**src/hw/rtl/gpf_pkg.sv**
```systemverilog
`timescale 1ns / 1ps
// ----------------------------------------------------------------------------
// gpf_pkg
// Shared widths, byte codes and sequencer states of the paragraph fill block.
// ----------------------------------------------------------------------------
package gpf_pkg;

  localparam int unsigned ByteW = 8;
  localparam int unsigned LineW = 9;

  // byte codes seen on the text stream
  localparam logic [ByteW-1:0] CharNul    = 8'h00;
  localparam logic [ByteW-1:0] CharTab    = 8'h09;
  localparam logic [ByteW-1:0] CharLf     = 8'h0A;
  localparam logic [ByteW-1:0] CharCr     = 8'h0D;
  localparam logic [ByteW-1:0] CharSpace  = 8'h20;
  localparam logic [ByteW-1:0] CharPeriod = 8'h2E;

  // utf-8 continuation bytes match 10xxxxxx
  localparam logic [ByteW-1:0] Utf8Mask = 8'hC0;
  localparam logic [ByteW-1:0] Utf8Cont = 8'h80;

  localparam logic [ByteW-1:0] FillColReset = 8'd72;

  // sequencer states, one-hot
  typedef enum logic [6:0] {
    S_IDLE    = 7'b000_0001,
    S_DECIDE  = 7'b000_0010,
    S_SEP     = 7'b000_0100,
    S_WRD_RD  = 7'b000_1000,
    S_WRD_OUT = 7'b001_0000,
    S_EXTRA   = 7'b010_0000,
    S_CLOSE   = 7'b100_0000
  } gpf_state_e;

endpackage

```
**src/hw/rtl/gpf_if.sv**
```systemverilog
`timescale 1ns / 1ps
// ----------------------------------------------------------------------------
// gpf stream interfaces
// Valid/ready channels for paragraph text in and filled text out.
// ----------------------------------------------------------------------------

// text channel: one byte of paragraph text per item
interface gpf_in_if import gpf_pkg::*; ();
  logic             valid;
  logic             ready;
  logic [ByteW-1:0] text_byte;
  logic             para_last;

  modport source (output valid, output text_byte, output para_last, input ready);
  modport sink   (input valid, input text_byte, input para_last, output ready);
endinterface

// filled channel: one output byte per item
interface gpf_out_if import gpf_pkg::*; ();
  logic             valid;
  logic             ready;
  logic [ByteW-1:0] out_byte;
  logic             run_last;
  logic             para_done;
  logic             word_clipped;

  modport source (output valid, output out_byte, output run_last, output para_done,
                  output word_clipped, input ready);
  modport sink   (input valid, input out_byte, input run_last, input para_done,
                  input word_clipped, output ready);
endinterface

```
**src/hw/rtl/greedy_paragraph_fill_core.sv**
```systemverilog
`timescale 1ns / 1ps
// ----------------------------------------------------------------------------
// greedy_paragraph_fill_core
// Greedy paragraph filler: buffers words, emits them with space or newline
// separators against a programmable fill column.
// ----------------------------------------------------------------------------
// A text byte is taken only in the idle state, where it is stored, dropped
// or otherwise produces nothing. A byte that closes a word (blank or
// paragraph end) starts the sequencer: a decision state, a separator state,
// a word buffer read state and an output register load state per word byte,
// a state for the extra space after a word with a period and one for the
// closing newline, each output state waiting while the output register is
// full and not taken. A blank with no word pending passes only through the
// decision state. The word buffer's single registered read port is why each
// word byte needs both a read and a load state. No text is taken while the
// sequencer runs. fill_column may be written only while idle.
// ----------------------------------------------------------------------------
module greedy_paragraph_fill_core import gpf_pkg::*; #(
  parameter int unsigned WORD_BYTES = 32
) (
  input  logic             clk_i,
  input  logic             rst_ni,
  input  logic             cfg_we_i,
  input  logic [ByteW-1:0] cfg_wdata_i,
  gpf_in_if.sink           text_i,
  gpf_out_if.source        fill_o
);

  localparam int unsigned FillW = $clog2(WORD_BYTES + 1);
  localparam int unsigned IdxW  = $clog2(WORD_BYTES);

  gpf_state_e state_q, state_d;

  logic [FillW-1:0] fill_q, fill_d;
  logic [FillW-1:0] cols_q, cols_d;
  logic             period_q, period_d;
  logic             ovf_q, ovf_d;
  logic [LineW-1:0] line_q, line_d;
  logic             started_q, started_d;
  logic             close_q, close_d;
  logic [IdxW-1:0]  idx_q, idx_d;
  logic [ByteW-1:0] fillcol_q;
  logic [ByteW-1:0] rd_q;
  logic [ByteW-1:0] mem [WORD_BYTES];

  logic             out_vld_q, out_vld_d;
  logic [ByteW-1:0] out_byte_q, out_byte_d;
  logic             out_last_q, out_last_d;
  logic             out_done_q, out_done_d;
  logic             out_clip_q, out_clip_d;

  logic             accept;
  logic             is_drop;
  logic             is_blank;
  logic             store_ok;
  logic             slot_free;
  logic             at_end;
  logic [LineW-1:0] add_op;
  logic [LineW-1:0] line_sum;
  logic [LineW:0]   tentative;

  // input classification
  assign accept    = text_i.valid && text_i.ready;
  assign is_drop   = (text_i.text_byte == CharNul) || (text_i.text_byte == CharCr);
  assign is_blank  = (text_i.text_byte == CharSpace) || (text_i.text_byte == CharTab) ||
                     (text_i.text_byte == CharLf);
  assign store_ok  = !is_drop && !is_blank && (fill_q < FillW'(WORD_BYTES));
  assign slot_free = !out_vld_q || fill_o.ready;
  assign at_end    = (FillW'(idx_q) + FillW'(1)) == fill_q;

  // shared line column adder
  always_comb begin
    add_op = LineW'(1);
    if (state_q == S_WRD_OUT) begin
      add_op = LineW'(cols_q);
    end
  end
  assign line_sum  = line_q + add_op;
  assign tentative = (LineW + 1)'(line_q) + (LineW + 1)'(cols_q) +
                     (LineW + 1)'(period_q) + (LineW + 1)'(1);

  // sequencer and word state
  always_comb begin
    state_d    = state_q;
    fill_d     = fill_q;
    cols_d     = cols_q;
    period_d   = period_q;
    ovf_d      = ovf_q;
    line_d     = line_q;
    started_d  = started_q;
    close_d    = close_q;
    idx_d      = idx_q;
    out_vld_d  = out_vld_q && !fill_o.ready;
    out_byte_d = out_byte_q;
    out_last_d = out_last_q;
    out_done_d = out_done_q;
    out_clip_d = out_clip_q;
    unique case (state_q)
      S_IDLE: begin
        if (accept) begin
          if (store_ok) begin
            fill_d = fill_q + FillW'(1);
            if ((text_i.text_byte & Utf8Mask) != Utf8Cont) begin
              cols_d = cols_q + FillW'(1);
            end
            if (text_i.text_byte == CharPeriod) begin
              period_d = 1'b1;
            end
          end else if (!is_drop && !is_blank) begin
            ovf_d = 1'b1;
          end
          close_d = text_i.para_last;
          if (is_blank || text_i.para_last) begin
            state_d = S_DECIDE;
          end
        end
      end
      S_DECIDE: begin
        idx_d = '0;
        if (fill_q != '0) begin
          state_d = started_q ? S_SEP : S_WRD_RD;
        end else begin
          ovf_d   = 1'b0;
          state_d = close_q ? S_CLOSE : S_IDLE;
        end
      end
      S_SEP: begin
        if (slot_free) begin
          out_vld_d  = 1'b1;
          out_last_d = 1'b0;
          out_done_d = 1'b0;
          out_clip_d = 1'b0;
          if (tentative > (LineW + 1)'(fillcol_q)) begin
            out_byte_d = CharLf;
            line_d     = '0;
          end else begin
            out_byte_d = CharSpace;
            line_d     = line_sum;
          end
          state_d = S_WRD_RD;
        end
      end
      S_WRD_RD: begin
        state_d = S_WRD_OUT;
      end
      S_WRD_OUT: begin
        if (slot_free) begin
          out_vld_d  = 1'b1;
          out_byte_d = rd_q;
          out_done_d = 1'b0;
          out_clip_d = ovf_q;
          out_last_d = at_end && !period_q && !close_q;
          if (at_end) begin
            line_d    = line_sum;
            started_d = 1'b1;
            if (period_q) begin
              state_d = S_EXTRA;
            end else begin
              fill_d  = '0;
              cols_d  = '0;
              ovf_d   = 1'b0;
              state_d = close_q ? S_CLOSE : S_IDLE;
            end
          end else begin
            idx_d   = idx_q + IdxW'(1);
            state_d = S_WRD_RD;
          end
        end
      end
      S_EXTRA: begin
        if (slot_free) begin
          out_vld_d  = 1'b1;
          out_byte_d = CharSpace;
          out_done_d = 1'b0;
          out_clip_d = 1'b0;
          out_last_d = !close_q;
          line_d     = line_sum;
          fill_d     = '0;
          cols_d     = '0;
          period_d   = 1'b0;
          ovf_d      = 1'b0;
          state_d    = close_q ? S_CLOSE : S_IDLE;
        end
      end
      S_CLOSE: begin
        if (slot_free) begin
          out_vld_d  = 1'b1;
          out_byte_d = CharLf;
          out_done_d = 1'b1;
          out_clip_d = 1'b0;
          out_last_d = 1'b1;
          line_d     = '0;
          started_d  = 1'b0;
          close_d    = 1'b0;
          state_d    = S_IDLE;
        end
      end
      default: begin
        state_d = S_IDLE;
      end
    endcase
  end

  // control registers
  always_ff @(posedge clk_i or negedge rst_ni) begin
    if (!rst_ni) begin
      state_q   <= S_IDLE;
      fill_q    <= '0;
      cols_q    <= '0;
      period_q  <= 1'b0;
      ovf_q     <= 1'b0;
      line_q    <= '0;
      started_q <= 1'b0;
      close_q   <= 1'b0;
      idx_q     <= '0;
      fillcol_q <= FillColReset;
      out_vld_q <= 1'b0;
    end else begin
      state_q   <= state_d;
      fill_q    <= fill_d;
      cols_q    <= cols_d;
      period_q  <= period_d;
      ovf_q     <= ovf_d;
      line_q    <= line_d;
      started_q <= started_d;
      close_q   <= close_d;
      idx_q     <= idx_d;
      out_vld_q <= out_vld_d;
      if (cfg_we_i) begin
        fillcol_q <= cfg_wdata_i;
      end
    end
  end

  // output payload register
  always_ff @(posedge clk_i) begin
    out_byte_q <= out_byte_d;
    out_last_q <= out_last_d;
    out_done_q <= out_done_d;
    out_clip_q <= out_clip_d;
  end

  // word buffer, one write and one registered read port
  always_ff @(posedge clk_i) begin
    if (accept && store_ok) begin
      mem[fill_q[IdxW-1:0]] <= text_i.text_byte;
    end
    if (state_q == S_WRD_RD) begin
      rd_q <= mem[idx_q];
    end
  end

  assign text_i.ready        = (state_q == S_IDLE);
  assign fill_o.valid        = out_vld_q;
  assign fill_o.out_byte     = out_byte_q;
  assign fill_o.run_last     = out_last_q;
  assign fill_o.para_done    = out_done_q;
  assign fill_o.word_clipped = out_clip_q;

  // word buffer never overfills
  assert property (@(posedge clk_i) disable iff (!rst_ni)
    fill_q <= FillW'(WORD_BYTES))
    else $error("word fill beyond buffer");

  // paragraph end is a newline that closes the run
  assert property (@(posedge clk_i) disable iff (!rst_ni)
    (fill_o.valid && fill_o.para_done) |->
      (fill_o.out_byte == CharLf) && fill_o.run_last)
    else $error("para_done on wrong result");

  // clipped flag only rides on word bytes, never on blanks
  assert property (@(posedge clk_i) disable iff (!rst_ni)
    (fill_o.valid && fill_o.word_clipped) |->
      (fill_o.out_byte != CharSpace) && (fill_o.out_byte != CharLf))
    else $error("clipped flag on separator");

  // closing newline resets line position and paragraph start
  assert property (@(posedge clk_i) disable iff (!rst_ni)
    (state_q == S_CLOSE && slot_free) |=> (line_q == '0) && !started_q)
    else $error("line state not cleared at paragraph end");

  // a word is only read out when it holds bytes
  assert property (@(posedge clk_i) disable iff (!rst_ni)
    (state_q == S_WRD_RD) |-> (fill_q != '0))
    else $error("read of empty word");

endmodule
```
**src/flat_wrapper.sv**
```systemverilog
// flat-port wrapper written by rule: the top's interface ports become plain ports
module greedy_paragraph_fill_core_flat import gpf_pkg::*;
#(
  parameter int unsigned WORD_BYTES = 32
)
  (clk_i, rst_ni, cfg_we_i, cfg_wdata_i, text_i_valid, text_i_text_byte, text_i_para_last, text_i_ready, fill_o_valid, fill_o_out_byte, fill_o_run_last, fill_o_para_done, fill_o_word_clipped, fill_o_ready);
  gpf_in_if text_i_i ();
  gpf_out_if fill_o_i ();
  input  logic clk_i;
  input  logic rst_ni;
  input  logic cfg_we_i;
  input  logic [ByteW-1:0] cfg_wdata_i;
  input wire logic [$bits(text_i_i.valid)-1:0] text_i_valid;
  input wire logic [$bits(text_i_i.text_byte)-1:0] text_i_text_byte;
  input wire logic [$bits(text_i_i.para_last)-1:0] text_i_para_last;
  output wire logic [$bits(text_i_i.ready)-1:0] text_i_ready;
  output wire logic [$bits(fill_o_i.valid)-1:0] fill_o_valid;
  output wire logic [$bits(fill_o_i.out_byte)-1:0] fill_o_out_byte;
  output wire logic [$bits(fill_o_i.run_last)-1:0] fill_o_run_last;
  output wire logic [$bits(fill_o_i.para_done)-1:0] fill_o_para_done;
  output wire logic [$bits(fill_o_i.word_clipped)-1:0] fill_o_word_clipped;
  input wire logic [$bits(fill_o_i.ready)-1:0] fill_o_ready;
  assign text_i_i.valid = text_i_valid;
  assign text_i_i.text_byte = text_i_text_byte;
  assign text_i_i.para_last = text_i_para_last;
  assign text_i_ready = text_i_i.ready;
  assign fill_o_valid = fill_o_i.valid;
  assign fill_o_out_byte = fill_o_i.out_byte;
  assign fill_o_run_last = fill_o_i.run_last;
  assign fill_o_para_done = fill_o_i.para_done;
  assign fill_o_word_clipped = fill_o_i.word_clipped;
  assign fill_o_i.ready = fill_o_ready;
  greedy_paragraph_fill_core #(.WORD_BYTES(WORD_BYTES)) u_core (.clk_i(clk_i), .rst_ni(rst_ni), .cfg_we_i(cfg_we_i), .cfg_wdata_i(cfg_wdata_i), .text_i(text_i_i), .fill_o(fill_o_i));
endmodule
```
**config.mk**
```make
export PLATFORM = sky130hd
export DESIGN_NAME = greedy_paragraph_fill_core_flat
export DESIGN_NICKNAME = d
export VERILOG_FILES = /design/src/hw/rtl/gpf_pkg.sv /design/src/hw/rtl/gpf_if.sv /design/src/hw/rtl/greedy_paragraph_fill_core.sv /design/src/flat_wrapper.sv
export SDC_FILE = /design/constraint.sdc
export NUM_CORES = 1
export LEC_CHECK = 0
export ABC_AREA = 1
export BUFFER_PORTS_ARGS = -buffer_cell sky130_fd_sc_hd__buf_2
export CAP_MARGIN = 10
export CORE_UTILIZATION = 40
export DETAILED_ROUTE_END_ITERATION = 8
export PLACE_DENSITY_LB_ADDON = 0.25
export SETUP_SLACK_MARGIN = 0.1
export SLEW_MARGIN = 10
export SYNTH_ARGS = -nofsm -noshare
export SYNTH_HDL_FRONTEND = slang
export SYNTH_SLANG_ARGS = --single-unit
```
**constraint.sdc**
```tcl
create_clock -name clk_i -period 8.5 [get_ports clk_i]
set_input_delay 2.125 -clock clk_i [delete_from_list [all_inputs] [get_ports clk_i]]
set_output_delay 2.125 -clock clk_i [all_outputs]
set_load 0.005 [all_outputs]
```
# After elaboration in Yosys (flattened, before gate mapping)
# Memories as Yosys holds them, arrays and structs flattened. A register that Yosys moved wholly into a read port is not among the register bits.
# Index checks and enable logic that the tools add are counted.
word_totals:
  register_bits: 57
  ram_bits: 256
  out_inout_bits: 13
  wordCells: 170
  memories: 1
op_classes:
  addsub: 8
  magnitude_cmp: 2
  eq_ne: 31
  muxes: 69
  n_reduce_logical: 44
mem_list:
  columns: ["name", "depth", "width", "rd", "rd_ports_with_merged_regs", "write_ports", "line_no", "text"]
  rows:
  - ["u_core.mem", 32, 8, 1, 1, 1, "greedy_paragraph_fill_core.sv:44", "logic [ByteW-1:0] mem [WORD_BYTES];"]
ops:
  columns: ["cell", "count"]
  rows:
  - ["$mux 7", 10]
  - ["$mux 6", 11]
  - ["$mux 9", 6]
  - ["$pmux 7 s7", 1]
  - ["$pmux 6 s3", 2]
  - ["$pmux 9 s4", 1]
  - ["$mux 8", 4]
  - ["$pmux 8 s4", 1]
  - ["$eq 8x4->1 const B", 3]
  - ["$mux 1", 22]
  - ["$ne 2x2->1 const B", 11]
  - ["$eq 8x6->1 const B", 2]
  - ["$ne 2x1->1 const B", 7]
  - ["$add 6x1->6 const B", 2]
  - ["$reduce_and 3->1", 4]
  - ["$reduce_and 6->1", 2]
  - ["$reduce_bool 2->1", 6]
  - ["$add 10x1->10", 1]
  - ["$add 10x1->10 const B", 1]
  - ["$add 9x6->10", 1]
  - ["$gt 10x8->1", 1]
  - ["$mux 5", 2]
  - ["$pmux 1 s2", 5]
  - ["$pmux 5 s2", 1]
  - ["28 further kinds", 47]

# Depth between registers and ports, before layout
logic_depth:
  ltp_word: 9
  mapped_depth: 22

# Worst setup path after synthesis
# Ideal clock, no wire load.
synth_timing:
  path_type: "input port to flip-flop"
  startpoint: "input port text_i_text_byte[4]"
  endpoint: "memory u_core.mem[0][0], enable pin"
  setup_time_ns: 0.370
  arrival_ns: 3.481
  required_time_ns: 8.130
  slack_ns: 4.649
  cell_stages: 8
  cell_sequence: "inv_1 -> nand3_1 -> nor2_1 -> and2b_1 -> nand3_1 -> nor2_1 -> nand3_1 -> nor2_1"
synth_via:
  elab_chain_cells: 9
synth_rtl:
  columns: ["element", "line_no", "text"]
  rows:
  - ["start, declared", "flat_wrapper.sv:14", "input wire logic [$bits(text_i_i.text_byte)-1:0] text_i_text_byte;"]
  - ["$eq 8x6->1 / $eq 8x4->1 (equally long branches)", "greedy_paragraph_fill_core.sv:65", "assign is_blank = (text_i.text_byte == CharSpace) || (text_i.text_byte == CharTab) ||"]
  - ["$logic_or 1x1->1 (2 in series)", "greedy_paragraph_fill_core.sv:65", null]
  - ["$logic_not 1->1", "greedy_paragraph_fill_core.sv:67", "assign store_ok = !is_drop && !is_blank && (fill_q < FillW'(WORD_BYTES));"]
  - ["$logic_and 1x1->1 * (2 in series)", "greedy_paragraph_fill_core.sv:67", null]
  - ["$logic_and 1x1->1 *", "greedy_paragraph_fill_core.sv:245", "if (accept && store_ok) begin"]
  - ["$mux 1 *", "greedy_paragraph_fill_core.sv:245", null]
  - ["$mux 1 (not written as such) *", "greedy_paragraph_fill_core.sv:246", "mem[fill_q[IdxW-1:0]] <= text_i.text_byte;"]
  - ["end, declared", "greedy_paragraph_fill_core.sv:44", null]
# Mark *: on every way between the ends. The rest lies on a longest branch, timed or not.

# Worst setup path after layout
layout_timing:
  startpoint: "input port text_i_text_byte[7]"
  endpoint: "memory u_core.mem[5][6], enable pin"
# The elaborated chain is that of the path after synthesis.

==> qor.json <==
{
  "outcome": {"value": "completed"},
  "antenna_found_initial": {"value": 1},
  "syn_nets": {"value": 1471},
  "top_level_ports": {"value": 35},
  "drt-pass1-iter-count": {"value": 5},
  "mostFrequentLayoutCell": {"value": "sky130_fd_sc_hd__edfxtp_1"},
  "synthMuxAreaShare": {"value": 0.346, "unit": "%"},
  "synth_enable_flop_cells": {"value": 275},
  "drv.max_cap_violation_count": {"value": 0},
  "synth-async-reset-ratio": {"value": 14.3, "unit": "%"},
  "cts_post_setup_buffers_inserted": {"value": 0},
  "setup_viol": {"value": 0},
  "fp.dieArea": {"value": 37800, "unit": "sq um"},
  "detail_route.vias_per_cell": {"value": 5.42},
  "type_of_the_tightest_min_delay_check": {"value": "reg2reg"},
  "cts_tree": {"value": "done"},
  "timing.clock.skew": {"value": 0.0289, "unit": "ns"},
  "first_global_vias": {"value": 10202},
  "critical_path.startpoint_type": {"value": "primary input"},
  "rows": {"value": 70},
  "clockBufferDepth": {"value": 3},
  "clock_tree.htree_level_count": {"value": 2},
  "layout.nets": {"value": 1495},
  "grt_pass1_wl": {"value": 58300, "unit": "um"},
  "post_synth.cell_area_avg": {"value": 10.5, "unit": "sq um"},
  "post-route-min-period": {"value": 5.09, "unit": "ns"},
  "floorplan.die.width": {"value": 195, "unit": "um"},
  "power_density": {"value": 280, "unit": "nW/um^2"},
  "detailedPlace.worstSlack": {"value": 2.91, "unit": "ns"},
  "ir_worst_vdd": {"value": 137, "unit": "uV"},
  "ys_seq_elements": {"value": 321},
  "timing.setup.tns": {"value": 0, "unit": "ns"},
  "synthFlopType": {"value": "sky130_fd_sc_hd__edfxtp_1"},
  "largest_net_degree_at_the_start_of_global_routing": {"value": 109},
  "netlist-cell-type-count": {"value": 46},
  "wirelength": {"value": 37100, "unit": "um"},
  "synth_top_family_by_area": {"value": "simple AND/OR/NAND/NOR gates"},
  "cts-hold-fix-buffers": {"value": 0},
  "cp.required": {"value": 8.66, "unit": "ns"},
  "route.vias.total": {"value": 10462},
  "worst_ep_arrival_time": {"value": 5.25, "unit": "ns"},
  "leakage_power_of_the_design": {"value": 6.49, "unit": "nW"},
  "syn_area": {"value": 14800, "unit": "sq um"},
  "rsz0062_at_grt": {"value": "no"},
  "finalHoldViolations": {"value": 0},
  "critical_path_peak_fanout": {"value": 35},
  "drt_drc_violations_left": {"value": 0},
  "drive_above_1_share": {"value": 9.98, "unit": "%"},
  "final_max_slew_viol_count": {"value": 0},
  "floorplan.core_area": {"value": 36500, "unit": "sq um"},
  "total_inserted_antenna_cells": {"value": 0},
  "clkTransAtPathRegs": {"value": 0.06, "unit": "ns"},
  "dp_hpwl": {"value": 23200, "unit": "um"},
  "detail_route.iter0.violations": {"value": 1058},
  "crit_end_category": {"value": "register"},
  "grt_overflow": {"value": 0},
  "ys_warnings": {"value": 0},
  "die_y": {"value": 195, "unit": "um"},
  "max_slew_margin": {"value": 29.3, "unit": "%"},
  "proportion_of_synthesized_chip_area_in_sequential_cells": {"value": 63.5, "unit": "%"},
  "number_of_gates_given_a_new_drive_strength_after_cts": {"value": 0},
  "area_share_of_xor_xnor_cells_in_the_synthesized_design": {"value": 0.768, "unit": "%"},
  "avgRoutedWirePerCell": {"value": 19.2, "unit": "um"},
  "clk_root_buffer_cell": {"value": "sky130_fd_sc_hd__clkbuf_16"},
  "fmax": {"value": 197, "unit": "MHz"},
  "synth_compound_gate_area_share": {"value": 9.57, "unit": "%"},
  "postSynthCellCount": {"value": 1414},
  "synthSimpleGateAreaFrac": {"value": 18.0, "unit": "%"},
  "initial_core_util": {"value": 40.6, "unit": "%"},
  "worst-slew-pin-transition": {"value": 1.06, "unit": "ns"},
  "synth_adder_area_share": {"value": 3.06, "unit": "%"},
  "worst-setup-path-type": {"value": "in2reg"},
  "min_period_over_period": {"value": 59.9, "unit": "%"},
  "total_routing_usage_reported_by_global_routing": {"value": 20.0, "unit": "%"},
  "final_critical_path_setup_slack": {"value": 3.41, "unit": "ns"},
  "port_buffers": {"value": 34},
  "clock_latency": {"value": 0.55, "unit": "ns"},
  "cts_sinks": {"value": 321},
  "numCtsBuffers": {"value": 36},
  "mostFrequentLayoutCells": {"value": "sky130_fd_sc_hd__edfxtp_1, sky130_fd_sc_hd__nand2_1, sky130_fd_sc_hd__nor2_1"},
  "ant_nets": {"value": 0},
  "area.growth.synth_to_final": {"value": 12.2, "unit": "%"},
  "gp_routability_congestion": {"value": 0.899}
}
metal layers:
layer  share of wire [%]  vias to the layer above  wire length [um]  GRT usage (%)
met4                 2.9                        0              1060           7.41
li1                    -                     4977                 -              -
met2                  44                      437             16300           30.3
met1                  45                     4981             16700           28.4
met3                 8.0                       67              2970           3.89
met5                   0                        -                 0              0
sequential cells by signal, summed over array words and instances (netlist names):
| register | flops |
|---|---|
| u_core.fill_o.para_done | 1 |
| u_core.fill_o.out_byte | 8 |
| u_core.fill_o.word_clipped | 1 |
| u_core.cols_q | 6 |
| u_core.fill_o.valid | 1 |
| u_core.idx_q | 5 |
| u_core.close_q | 1 |
| u_core.period_q | 1 |
| u_core.rd_q | 8 |
| u_core.mem | 256 |
| u_core.fill_q | 6 |
| u_core.started_q | 1 |
| u_core.fillcol_q | 8 |
| u_core.ovf_q | 1 |
| u_core.state_q | 7 |
| u_core.line_q | 9 |
| u_core.fill_o.run_last | 1 |
stage by stage:
stage          utilization (%)  instances  hold WS, ns  total power, mW  instance area [sq um]
2_1_floorplan                -       1414        0.442             2.75                  14800
3_3_place_gp              42.2       1868        0.472             3.08                  15400
3_5_place_dp              42.2       1868        0.480             3.09                  15400
6_report                  45.5       1931        0.492             4.65                  16600
4_1_cts                   45.5       1931        0.493             4.68                  16600
5_1_grt                   45.5       1931        0.503             4.91                  16600
final timing paths:
check                                                     start  cells past startpoint                             endpoint  slack [ns]
worst max-delay path                        text_i_text_byte[7]                      9           u_core.mem[5][6]$_DFFE_PP_        3.41
worst min-delay path            u_core.fillcol_q[6]$_DFFE_PN1P_                      2      u_core.fillcol_q[6]$_DFFE_PN1P_        0.49
worst max register to register     u_core.cols_q[0]$_DFFE_PN0P_                     20  u_core.fill_o.out_byte[1]$_DFFE_PP_        4.96
worst min register to register  u_core.fillcol_q[6]$_DFFE_PN1P_                      2      u_core.fillcol_q[6]$_DFFE_PN1P_        0.49
max in group asynchronous                                rst_ni                      2          u_core.idx_q[0]$_DFFE_PN0P_        6.30
min in group asynchronous                                rst_ni                      2        u_core.state_q[6]$_DFFE_PN0P_        1.69
final cells by class:
class | count | area [sq um]
flip-flops and latches | 321 | 9420
clock inverters | 22 | 302
fillers | 3318 | 19900
multi-input cells | 918 | 4700
repair buffers | 47 | 268
inverters | 114 | 434
well taps | 468 | 586
clock buffers | 41 | 920
synthesized netlist by cell type (20+ instances only):
master,instances,share of area [%]
sky130_fd_sc_hd__o221ai_1,40,2.4
sky130_fd_sc_hd__o21ai_0,146,4.9
sky130_fd_sc_hd__nand2_1,265,6.7
sky130_fd_sc_hd__inv_1,102,2.6
sky130_fd_sc_hd__clkbuf_1,35,0.89
sky130_fd_sc_hd__edfxtp_1,275,56
sky130_fd_sc_hd__o22ai_1,20,0.84
sky130_fd_sc_hd__nor2_1,224,5.7
sky130_fd_sc_hd__dfrtp_1,43,7.3
sky130_fd_sc_hd__ha_1,33,2.8
sky130_fd_sc_hd__nand4_1,24,1.0
sky130_fd_sc_hd__nand3_1,76,2.6
power breakdown:
part	switching, mW	leakage [nW]	internal (mW)
logic	0.788	2.84	0.357
registers	0.103	3.07	1.81
clock network	0.646	0.583	0.942
total	1.54	6.49	3.11
cell families after synthesis:
group / Yosys count
fa+ha+maj: 35
compound gates: 242
simple gates: 623
mux: 5
xor+xnor: 13
buf+inv: 175
flops: 321
critical path, cell delays in order:
cell                      delay (ns)
sky130_fd_sc_hd__buf_2          0.59
sky130_fd_sc_hd__nor2_1         0.12
sky130_fd_sc_hd__nand3_1        0.12
sky130_fd_sc_hd__nor2_1         0.07
sky130_fd_sc_hd__and2b_1        0.23
sky130_fd_sc_hd__nand3_1        0.11
sky130_fd_sc_hd__nor2_1         0.34
sky130_fd_sc_hd__nand3_1        0.66
sky130_fd_sc_hd__nor2_1         0.83
No activity file was read; power rests on OpenSTA's default activity.
